### config.mk
export PLATFORM = sky130hd
export DESIGN_NAME = binary_descriptor_best_match
export DESIGN_NICKNAME = d
export VERILOG_FILES = /design/src/rtl/bdm_pkg.sv /design/src/rtl/bdm_front.sv /design/src/rtl/bdm_queue.sv /design/src/rtl/bdm_back.sv /design/src/rtl/binary_descriptor_best_match.sv
export SDC_FILE = /design/constraint.sdc
export NUM_CORES = 2
export LEC_CHECK = 0
export BUFFER_PORTS_ARGS = -buffer_cell sky130_fd_sc_hd__buf_2
export CAP_MARGIN = 20
export CORE_AREA = 3 3 340 593
export CTS_BUF_LIST = sky130_fd_sc_hd__clkbuf_16
export CTS_CLUSTER_DIAMETER = 50
export DETAILED_ROUTE_END_ITERATION = 8
export DIE_AREA = 0 0 343 596
export PLACE_DENSITY_LB_ADDON = 0.05
export SLEW_MARGIN = 5
export SYNTH_ARGS = -nofsm -noshare
export SYNTH_HDL_FRONTEND = slang
export SYNTH_SLANG_ARGS = --single-unit
### constraint.sdc
create_clock -name clk -period 9.3 [get_ports clk]
set_input_delay 0.465 -clock clk [delete_from_list [all_inputs] [get_ports clk]]
set_output_delay 0.465 -clock clk [all_outputs]
set_load 0.01 [all_outputs]
### src/rtl/bdm_pkg.sv
// Types, constants and the popcount helper shared by the best-match block.
`default_nettype none
package bdm_pkg;

  localparam int NUM_LEVELS    = 8;
  localparam int MAX_KEYPOINTS = 4096;
  localparam int DESC_W        = 256;
  localparam int WORD_W        = 64;
  localparam int LEVEL_W       = 3;
  localparam int INDEX_W       = 12;
  localparam int DIST_W        = 9;
  localparam int CHUNK_W       = 32;
  localparam int NUM_CHUNKS    = DESC_W / CHUNK_W;
  localparam int CHUNK_CNT_W   = 6;

  localparam logic [DIST_W-1:0] THRESHOLD_RESET = 9'd50;

  localparam int QUEUE_DEPTH = 4;
  localparam int QPTR_W      = $clog2(QUEUE_DEPTH);
  localparam int QCNT_W      = $clog2(QUEUE_DEPTH + 1);

  localparam logic MODE_QUERY     = 1'b0;
  localparam logic MODE_CANDIDATE = 1'b1;

  typedef struct packed {
    logic               mode;
    logic [WORD_W-1:0]  desc_word0;
    logic [WORD_W-1:0]  desc_word1;
    logic [WORD_W-1:0]  desc_word2;
    logic [WORD_W-1:0]  desc_word3;
    logic [LEVEL_W-1:0] scale_level;
    logic [INDEX_W-1:0] candidate_index;
    logic               already_taken;
    logic               last_candidate;
  } in_item_t;

  typedef struct packed {
    logic               any_eligible;
    logic [INDEX_W-1:0] best_index;
    logic [DIST_W-1:0]  best_distance;
    logic               matched;
  } out_item_t;

  // One classified beat handed from the front end to the back end.
  typedef struct packed {
    logic               is_candidate;
    logic               eligible;
    logic               last;
    logic [INDEX_W-1:0] index;
    logic [DESC_W-1:0]  diff;
  } work_t;

  function automatic logic [CHUNK_CNT_W-1:0] popcnt32(input logic [CHUNK_W-1:0] x);
    logic [CHUNK_W-1:0] v;
    v = x - ((x >> 1) & 32'h5555_5555);
    v = (v & 32'h3333_3333) + ((v >> 2) & 32'h3333_3333);
    v = (v + (v >> 4)) & 32'h0F0F_0F0F;
    return CHUNK_CNT_W'(v[7:0]) + CHUNK_CNT_W'(v[15:8])
         + CHUNK_CNT_W'(v[23:16]) + CHUNK_CNT_W'(v[31:24]);
  endfunction

endpackage
`default_nettype wire

### src/rtl/bdm_front.sv
// Front end: holds the query, classifies candidates and forms the XOR difference.
`default_nettype none
module bdm_front (
  input  wire logic             clk,
  input  wire logic             rst,
  input  wire logic             accept,
  input  wire bdm_pkg::in_item_t item,
  output bdm_pkg::work_t        work
);
  import bdm_pkg::*;

  logic [DESC_W-1:0]  query_desc;
  logic [LEVEL_W-1:0] query_level;
  logic [DESC_W-1:0]  item_desc;
  logic [LEVEL_W:0]   lvl;
  logic [LEVEL_W:0]   qlvl;
  logic               eligible;

  assign item_desc = {item.desc_word3, item.desc_word2, item.desc_word1, item.desc_word0};

  always_ff @(posedge clk) begin
    if (rst) begin
      query_desc  <= '0;
      query_level <= '0;
    end else if (accept && item.mode == MODE_QUERY) begin
      query_desc  <= item_desc;
      query_level <= item.scale_level;
    end
  end

  // Level must lie in [predicted-1, predicted]; compare one bit wider to avoid wrap.
  always_comb begin
    lvl  = {1'b0, item.scale_level};
    qlvl = {1'b0, query_level};
    eligible = !item.already_taken
            && (lvl < (LEVEL_W+1)'(NUM_LEVELS))
            && ({1'b0, item.candidate_index} < (INDEX_W+1)'(MAX_KEYPOINTS))
            && (lvl <= qlvl)
            && ((lvl + 1'b1) >= qlvl);
  end

  always_comb begin
    work.is_candidate = (item.mode == MODE_CANDIDATE);
    work.eligible     = eligible;
    work.last         = (item.mode == MODE_CANDIDATE) && item.last_candidate;
    work.index        = item.candidate_index;
    work.diff         = query_desc ^ item_desc;
  end

endmodule
`default_nettype wire

### src/rtl/bdm_queue.sv
// Short queue between the front and back ends.
`default_nettype none
module bdm_queue (
  input  wire logic           clk,
  input  wire logic           rst,
  input  wire logic           push,
  input  wire bdm_pkg::work_t push_data,
  input  wire logic           pop,
  output logic                full,
  output logic                not_empty,
  output bdm_pkg::work_t      head
);
  import bdm_pkg::*;

  work_t             mem [QUEUE_DEPTH];
  logic [QPTR_W-1:0] wr_ptr;
  logic [QPTR_W-1:0] rd_ptr;
  logic [QCNT_W-1:0] count;

  assign full      = (count == QCNT_W'(QUEUE_DEPTH));
  assign not_empty = (count != '0);
  assign head      = mem[rd_ptr];

  always_ff @(posedge clk) begin
    if (push) begin
      mem[wr_ptr] <= push_data;
    end
  end

  always_ff @(posedge clk) begin
    if (rst) begin
      wr_ptr <= '0;
      rd_ptr <= '0;
      count  <= '0;
    end else begin
      if (push) begin
        wr_ptr <= wr_ptr + 1'b1;
      end
      if (pop) begin
        rd_ptr <= rd_ptr + 1'b1;
      end
      case ({push, pop})
        2'b10:   count <= count + 1'b1;
        2'b01:   count <= count - 1'b1;
        default: count <= count;
      endcase
    end
  end

endmodule
`default_nettype wire

### src/rtl/bdm_back.sv
// Back end: chunk popcounts, running minimum and the result register.
`default_nettype none
module bdm_back (
  input  wire logic                      clk,
  input  wire logic                      rst,
  input  wire logic                      head_valid,
  input  wire bdm_pkg::work_t            head,
  output logic                           pop,
  input  wire logic [bdm_pkg::DIST_W-1:0] threshold,
  output logic                           out_valid,
  input  wire logic                      out_stall,
  output bdm_pkg::out_item_t             out_item
);
  import bdm_pkg::*;

  logic                   adv;

  // popcount stage
  logic                   a_valid;
  logic                   a_cand;
  logic                   a_elig;
  logic                   a_last;
  logic [INDEX_W-1:0]     a_index;
  logic [CHUNK_CNT_W-1:0] a_cnt [NUM_CHUNKS];

  // running search
  logic                   have_best;
  logic [DIST_W-1:0]      best_dist;
  logic [INDEX_W-1:0]     best_idx;
  logic                   have_best_next;
  logic [DIST_W-1:0]      best_dist_next;
  logic [INDEX_W-1:0]     best_idx_next;
  logic [DIST_W-1:0]      cand_dist;
  logic                   emit;
  logic                   upd_have;
  logic [DIST_W-1:0]      upd_dist;
  logic [INDEX_W-1:0]     upd_idx;

  // Advance the whole back end unless a result is held by the consumer.
  assign adv = !out_valid || !out_stall;
  assign pop = adv && head_valid;

  always_ff @(posedge clk) begin
    if (rst) begin
      a_valid <= 1'b0;
    end else if (adv) begin
      a_valid <= head_valid;
    end
  end

  always_ff @(posedge clk) begin
    if (adv) begin
      a_cand  <= head.is_candidate;
      a_elig  <= head.eligible;
      a_last  <= head.last;
      a_index <= head.index;
      for (int c = 0; c < NUM_CHUNKS; c++) begin
        a_cnt[c] <= popcnt32(head.diff[c*CHUNK_W +: CHUNK_W]);
      end
    end
  end

  always_comb begin
    cand_dist = '0;
    for (int c = 0; c < NUM_CHUNKS; c++) begin
      cand_dist = cand_dist + DIST_W'(a_cnt[c]);
    end
  end

  always_comb begin
    upd_have = have_best;
    upd_dist = best_dist;
    upd_idx  = best_idx;
    if (a_cand && a_elig && (!have_best || cand_dist < best_dist)) begin
      upd_have = 1'b1;
      upd_dist = cand_dist;
      upd_idx  = a_index;
    end
    emit           = a_valid && adv && a_cand && a_last;
    have_best_next = have_best;
    best_dist_next = best_dist;
    best_idx_next  = best_idx;
    if (a_valid && adv) begin
      if (!a_cand || a_last) begin
        // a query or a finished search starts afresh
        have_best_next = 1'b0;
        best_dist_next = '0;
        best_idx_next  = '0;
      end else begin
        have_best_next = upd_have;
        best_dist_next = upd_dist;
        best_idx_next  = upd_idx;
      end
    end
  end

  always_ff @(posedge clk) begin
    if (rst) begin
      have_best <= 1'b0;
      best_dist <= '0;
      best_idx  <= '0;
      out_valid <= 1'b0;
    end else begin
      have_best <= have_best_next;
      best_dist <= best_dist_next;
      best_idx  <= best_idx_next;
      if (adv) begin
        out_valid <= emit;
      end
    end
  end

  always_ff @(posedge clk) begin
    if (emit) begin
      out_item.any_eligible  <= upd_have;
      out_item.best_index    <= upd_have ? upd_idx : '0;
      out_item.best_distance <= upd_have ? upd_dist : '0;
      out_item.matched       <= upd_have && (upd_dist <= threshold);
    end
  end

endmodule
`default_nettype wire

### src/rtl/binary_descriptor_best_match.sv
// Top level of the 256-bit binary descriptor best-match block.
`default_nettype none
// Hamming nearest-neighbour search over 256-bit descriptors. A query beat
// (mode 0) loads the descriptor and predicted level and restarts the search;
// candidate beats (mode 1) follow and one result beat leaves after the
// candidate flagged last. One beat is accepted per cycle while in_stall is
// low. A result passes from the queue entry through the chunk popcount stage,
// then the 256-bit sum and compare into the result register. A four-entry
// queue decouples input from the back end, so in_stall rises only once that
// queue is full. match_threshold is written through the cfg channel, which
// is always ready, and is read when a result is formed.
module binary_descriptor_best_match (
  input  wire logic                       clk,
  input  wire logic                       rst,
  input  wire logic                       in_valid,
  output logic                            in_stall,
  input  wire bdm_pkg::in_item_t          in_item,
  output logic                            out_valid,
  input  wire logic                       out_stall,
  output bdm_pkg::out_item_t              out_item,
  input  wire logic                       cfg_valid,
  output logic                            cfg_ready,
  input  wire logic [bdm_pkg::DIST_W-1:0] cfg_data
);
  import bdm_pkg::*;

  logic              accept;
  logic              q_full;
  logic              q_not_empty;
  logic              q_pop;
  work_t             front_work;
  work_t             q_head;
  logic [DIST_W-1:0] match_threshold;

  assign cfg_ready = 1'b1;
  assign in_stall  = q_full;
  assign accept    = in_valid && !q_full;

  always_ff @(posedge clk) begin
    if (rst) begin
      match_threshold <= THRESHOLD_RESET;
    end else if (cfg_valid && cfg_ready) begin
      match_threshold <= cfg_data;
    end
  end

  bdm_front u_front (
    .clk    (clk),
    .rst    (rst),
    .accept (accept),
    .item   (in_item),
    .work   (front_work)
  );

  bdm_queue u_queue (
    .clk       (clk),
    .rst       (rst),
    .push      (accept),
    .push_data (front_work),
    .pop       (q_pop),
    .full      (q_full),
    .not_empty (q_not_empty),
    .head      (q_head)
  );

  bdm_back u_back (
    .clk        (clk),
    .rst        (rst),
    .head_valid (q_not_empty),
    .head       (q_head),
    .pop        (q_pop),
    .threshold  (match_threshold),
    .out_valid  (out_valid),
    .out_stall  (out_stall),
    .out_item   (out_item)
  );

endmodule
`default_nettype wire
-- Yosys cells after proc, flatten, opt, wreduce, memory -nomap -nowiden
Memory sizes are Yosys's and may differ from the RTL's. A register that Yosys moved wholly into a read port is not among the register bits.
Index checks and enable logic that the tools add are counted.
- $add $sub $neg: 60
- order comparisons: 4
- equal/unequal tests: 3
- muxes and demuxes: 13
- bitwise logic cells: 2
- reductions and logical operators: 23
- operators by type and width (operator ; number):
    32-bit by 31-bit subtractor with 32-bit output ; 8
    256-bit bitwise XOR ; 1
    30-bit by 30-bit adder with 31-bit output ; 8
    28-bit by 27-bit adder with 28-bit output ; 8
    6-bit by 4-bit adder with 6-bit output ; 16
    9-bit by 6-bit adder with 9-bit output ; 6
    4-bit by 4-bit adder with 5-bit output ; 8
    12-bit two-way mux ; 2
    9-bit two-way mux ; 2
    1-bit logical AND ; 12
    9-bit less-or-equal comparator ; 1
    9-bit less-than comparator ; 1
    6-bit by 6-bit adder with 7-bit output ; 1
    1-bit logical NOT ; 6
    1-bit two-way mux ; 6
    3-bit case mux with 2 select lines ; 1
    2-bit by 1-bit adder with 2-bit output, second input constant ; 2
    3-bit by 1-bit adder with 4-bit output, second input constant ; 1
    4-bit by 3-bit >= comparator with 1-bit output ; 1
    2-bit two-way mux ; 2
    3-bit by 1-bit adder with 3-bit output, second input constant ; 1
    3-bit == test, second input constant ; 1
    3-bit less-or-equal comparator ; 1
    1-bit logical OR ; 3
    6 further kinds ; 6
- flip-flop bits (word level): 337
- RAM bits: 1132
- bits of input ports: 288
- output and inout bits: 26
- logic and storage cells: 126
- memories kept: 2
- memories (memory ; words ; bits a word ; rd ports ; clocked after memory_dff ; write ports ; RTL line ; source):
    u_queue.mem ; 4 ; 271 ; 1 ; 1 ; 1 ; bdm_queue.sv:15 ; work_t mem [QUEUE_DEPTH];
    u_back.a_cnt ; 8 ; 6 ; 8 ; 0 ; 8 ; bdm_back.sv:24 ; logic [CHUNK_CNT_W-1:0] a_cnt [NUM_CHUNKS];

-- Logic depth before layout (Yosys ltp)
An unclocked memory read counts as a cell.
- word-level depth: 14
- mapped depth: 35
- mapped depth without buffers: 34

-- By module
Synthesis repeated with hierarchy kept, for this count alone.
- cells, all modules: 5642
- area, all modules: 75408.6 µm²
- modules (own cells, without submodules) (module ; times used ; cells each ; area an instance (µm²) ; sequential area each (µm²)):
    bdm_queue ; 1 ; 1462 ; 39511.6 ; 32731.4
    bdm_back ; 1 ; 2733 ; 24186.9 ; 3062.9
    bdm_front ; 1 ; 1415 ; 11365.9 ; 5185.0
    binary_descriptor_best_match ; 1 ; 32 ; 344.1 ; 180.2

-- Worst setup path after synthesis
No wires, ideal clock.
- path type: reg2reg
- from: register u_queue.count[0]
- to: memory u_queue.mem[1][0] (netlist bit) (enable)
- library setup time: 0.667 ns
- arrival: 7.162 ns
- required time: 8.633 ns
- path slack: 1.472 ns
- cell stages (with the launch flop): 6
- buffers on the path: 1
- clock period less this slack: 7.828 ns
- cell sequence: dfxtp_1 > inv_1 > and3_1 > nor2b_1 > clkbuf_1 > and2_1
- longest elaborated chain between the ends: 5
- ends and longest elaborated chain (what ; RTL line ; source):
    start: declaration ; bdm_queue.sv:18 ; logic [QCNT_W-1:0] count;
    start signal: assignment ; bdm_queue.sv:43 ; 2'b10: count <= count + 1'b1;
    start signal: assignment ; bdm_queue.sv:44 ; 2'b01: count <= count - 1'b1;
    start signal: assignment ; bdm_queue.sv:45 ; default: count <= count;
    3-bit == test ; bdm_queue.sv:20 ; assign full = (count == QCNT_W'(QUEUE_DEPTH));
    net in_stall ; binary_descriptor_best_match.sv:16 ; output logic in_stall,
    1-bit logical NOT ; binary_descriptor_best_match.sv:37 ; assign accept = in_valid && !q_full;
    1-bit logical AND ; binary_descriptor_best_match.sv:37 ;
    1-bit two-way mux ; bdm_queue.sv:25 ; if (push) begin
    1-bit two-way mux (not written as such) ; bdm_queue.sv:26 ; mem[wr_ptr] <= push_data;
    end: declaration ; bdm_queue.sv:15 ;
The timed path passes the listed nets, and every way through them passes these cells.

==> impl_metrics.csv <==
group,metric,value,unit
outcome,outcome,"finished clean",
clock_tree,cts_tree,"yes",
sta,rsz0062_at_grt,"false",
detailed_routing,detail_route.wl_per_cell,19.5,um
detailed_routing,vias,45488,
global_routing,grt_usage,0.176,
cells_and_area,fill_cells,18071,
detailed_routing,drtIter0Drc,2100,
clock_tree,clock_latency,0.80,ns
floorplan,core_area,0.198,mm^2
cells_and_area,syn_to_final_growth,16.3,%
synth,synth_flop_cell,"edfxtp_1",
sta,fin_skew,0.0412,ns
hold_path,whs_path_depth,2,
sta,drv_slew,0,
global_routing,grt_overflow_total,0,
critical_path,cp.arrival,8.18,ns
sta,tns,0,ns
run,cap_violations,0,
synth,synthAdderAreaFrac,0.147,
clock_tree,cts_resized,0,
sta,finalCritPeriodShare,0.808,
critical_path,cp_common_cell,"fa_1",
synth,yosys.area_share.simple,0.0573,
critical_path,crit_slowest_cell,"fa_1",
detailed_routing,ant_nets,0,
detailed_routing,first_pass_iters,5,
clock_tree,hold_buffers,283,
global_routing,grt_max_degree,135,
detailed_routing,routed_wl,179,mm
synth,yosys_warnings,0,
sta,period_needed,7.52,ns
floorplan,die_w,343,um
synth,synth_compound_area_frac,0.0737,
floorplan,placementRows,216,
clock_tree,cts.sinks,1471,
floorplan,initial_core_util,0.387,
clock_tree,numCtsBuffers,163,
global_routing,grt_pass1_wl,278,mm
clock_tree,cts_max_path_buffers,4,
sta,finalHoldViolCount,0,
place,portBuffers,312,
critical_path,cp-end-kind,"register",
synth,syn_inst,5784,
synth,synth_nets,6866,
critical_path,required,9.96,ns
synth,synth_top_family_by_area,"adder cells",
clock_tree,cts_setup_buffers,0,
hold_path,min_path_type,"input port to register",
sta,maxSlewHeadroom,0.310,
critical_path,r2r_cells,33,
floorplan,fp.dieH,596,um
sta,setup_viol,0,
synth,syn_area,0.0766,mm^2
sta,worst_slew_pin_slew,1.03,ns
critical_path,startpoint_type,"register",
global_routing,antenna_found_initial,6,
detailed_routing,vias_per_cell,4.95,
synth,ys_types,77,
synth,syn_area_per_cell,13.2,um^2
floorplan,die-area,0.204,mm^2
detailed_routing,drc_errors,0,
synth,synth_edf_count,1170,
clock_tree,cts-root-buf,"clkbuf_16",
clock_tree,clk_pin_slew_worst_paths,0.06,ns
place,dp_hpwl,125,mm
synth,synth_seq_cells,1471,
cells_and_area,drive_above_1_share,0.134,
synth,ys_async_sr_fraction,0,
critical_path,path_class,"register to register",
clock_tree,htree_levels,4,
global_routing,grt_pass1_vias,48413,
synth,synth_xor_area_frac,0.0638,
cells_and_area,fin_cells,9181,
place,placed_cells,8600,
sta,fmax,133,MHz
critical_path,critPathMaxFanout,25,
floorplan,ios,314,
place,gp_congestion,0.815,
cells_and_area,final_net_count,7515,
synth,synth.mux.area_fraction,0.0836,
synth,yosysSeqAreaShare,0.537,
critical_path,slowest_delay,0.52,ns
[cells in the final DEF (no fill, tap or decap), drive strengths merged, types with 7 or more instances in the layout]
cell         instances
edfxtp            1170
nand2              642
inv                630
ha                 620
a21oi              390
buf                361
xor2               317
dfxtp              301
dlygate4sd3        283
mux4               271
xnor2              241
nor2               180
fa                 174
clkbuf             167
o21ai              138
a21o               105
a211oi              64
clkinv              56
nor3                37
o21bai              36
nand2b              31
nor2b               29
a31oi               25
a21boi              24
nand3               21
a22o                21
nor4                21
mux2i               19
and2                14
nand4               12
o211ai              12
or3                 11
o31ai               11
nand3b              10
a221oi               9
a311oi               8
mux2                 7
a211o                7
o22ai                7
[cell type report]
| cell class | count | area (um^2) | area share |
|---|---|---|---|
| Multi-Input combinational cell | 3587 | 32600 | 0.366 |
| Inverter | 566 | 2120 | 0.0239 |
| Timing Repair Buffer | 644 | 4940 | 0.0555 |
| Clock inverter | 126 | 754 | 0.00847 |
| Antenna cell | 4 | 10.0 | 0.000112 |
| Tap cell | 2616 | 3270 | 0.0368 |
| Clock buffer | 167 | 4180 | 0.0469 |
| Sequential cell | 1471 | 41200 | 0.462 |
[registers in the layout, indices dropped and copies added, names as in the netlist, named ones only]
register,flops
u_queue.mem,1084
u_front.query_desc,256
u_back.a_cnt,48
u_back.out_item,23
u_back.a_index,12
u_back.best_idx,12
match_threshold,9
u_back.best_dist,9
u_front.query_level,3
u_queue.count,3
u_queue.rd_ptr,2
u_queue.wr_ptr,2
u_back.a_cand,1
u_back.a_elig,1
u_back.a_last,1
u_back.a_valid,1
u_back.have_best,1
u_back.out_valid,1
[through the flow]
step	instance area [um^2]	setup WS (ns)	hold slack, ns	util
5_1_grt	89100	1.30	0.0688	0.450
2_1_floorplan	76600	1.47	0.436	-
6_report	89100	1.78	0.0966	0.450
3_3_place_gp	81300	1.80	0.443	0.411
4_1_cts	89000	1.74	0.0319	0.450
3_5_place_dp	81300	1.75	0.448	0.411
[routing by layer]
layer	vias to the layer above	part of all wire	global-route usage
li1	21950	-	-
met1	22662	0.42	0.214
met2	649	0.53	0.328
met5	-	0.00015	0
met4	4	0.021	0.0428
met3	223	0.030	0.0203
[critical path: cells and delay by family, from the launching register on]
kind,cells,cell delay [ns]
compound gates,13,2.02
simple gates,3,0.22
mux,1,0.41
buf+inv,5,0.60
fa+ha+maj,9,3.31
flops,1,0.33
xor+xnor,2,0.50
[Yosys cell counts, types with 113 or more instances]
cell type | number | area share
ha_1 | 620 | 0.10
a21oi_1 | 386 | 0.025
xor2_1 | 317 | 0.036
edfxtp_1 | 1170 | 0.46
o21ai_0 | 125 | 0.0082
mux4_2 | 262 | 0.077
dfxtp_1 | 301 | 0.079
nor2_1 | 180 | 0.0088
inv_1 | 566 | 0.028
xnor2_1 | 241 | 0.028
clkbuf_1 | 113 | 0.0055
fa_1 | 174 | 0.045
nand2_1 | 642 | 0.031
[worst paths after layout]
check	startpoint	to	slack, ns
setup reg to reg	u_back.a_cnt[0][0]	u_back.out_item[0]	1.78
setup / recovery	u_back.a_cnt[0][0]	u_back.out_item[0]	1.78
hold / removal	cfg_valid	match_threshold[1]	0.1
hold reg to reg	u_front.query_level[2]	u_front.query_level[2]	0.46
[logic make-up (layout without fill, tap and decap cells)]
| kind of cell | Yosys count | count (layout) |
|---|---|---|
| multiplexers | 297 | 297 |
| AND/OR/NAND/NOR | 1033 | 1033 |
| other | 1 | 5 |
| adder cells (fa/ha/maj) | 794 | 794 |
| buffers and inverters | 726 | 1503 |
| AO/OA/AOI/OAI | 904 | 904 |
| flip-flops | 1471 | 1471 |
| XOR/XNOR | 558 | 558 |
Power is not shown: default switching activity piles up to over one toggle a cycle in this logic, so the estimate is an artifact.
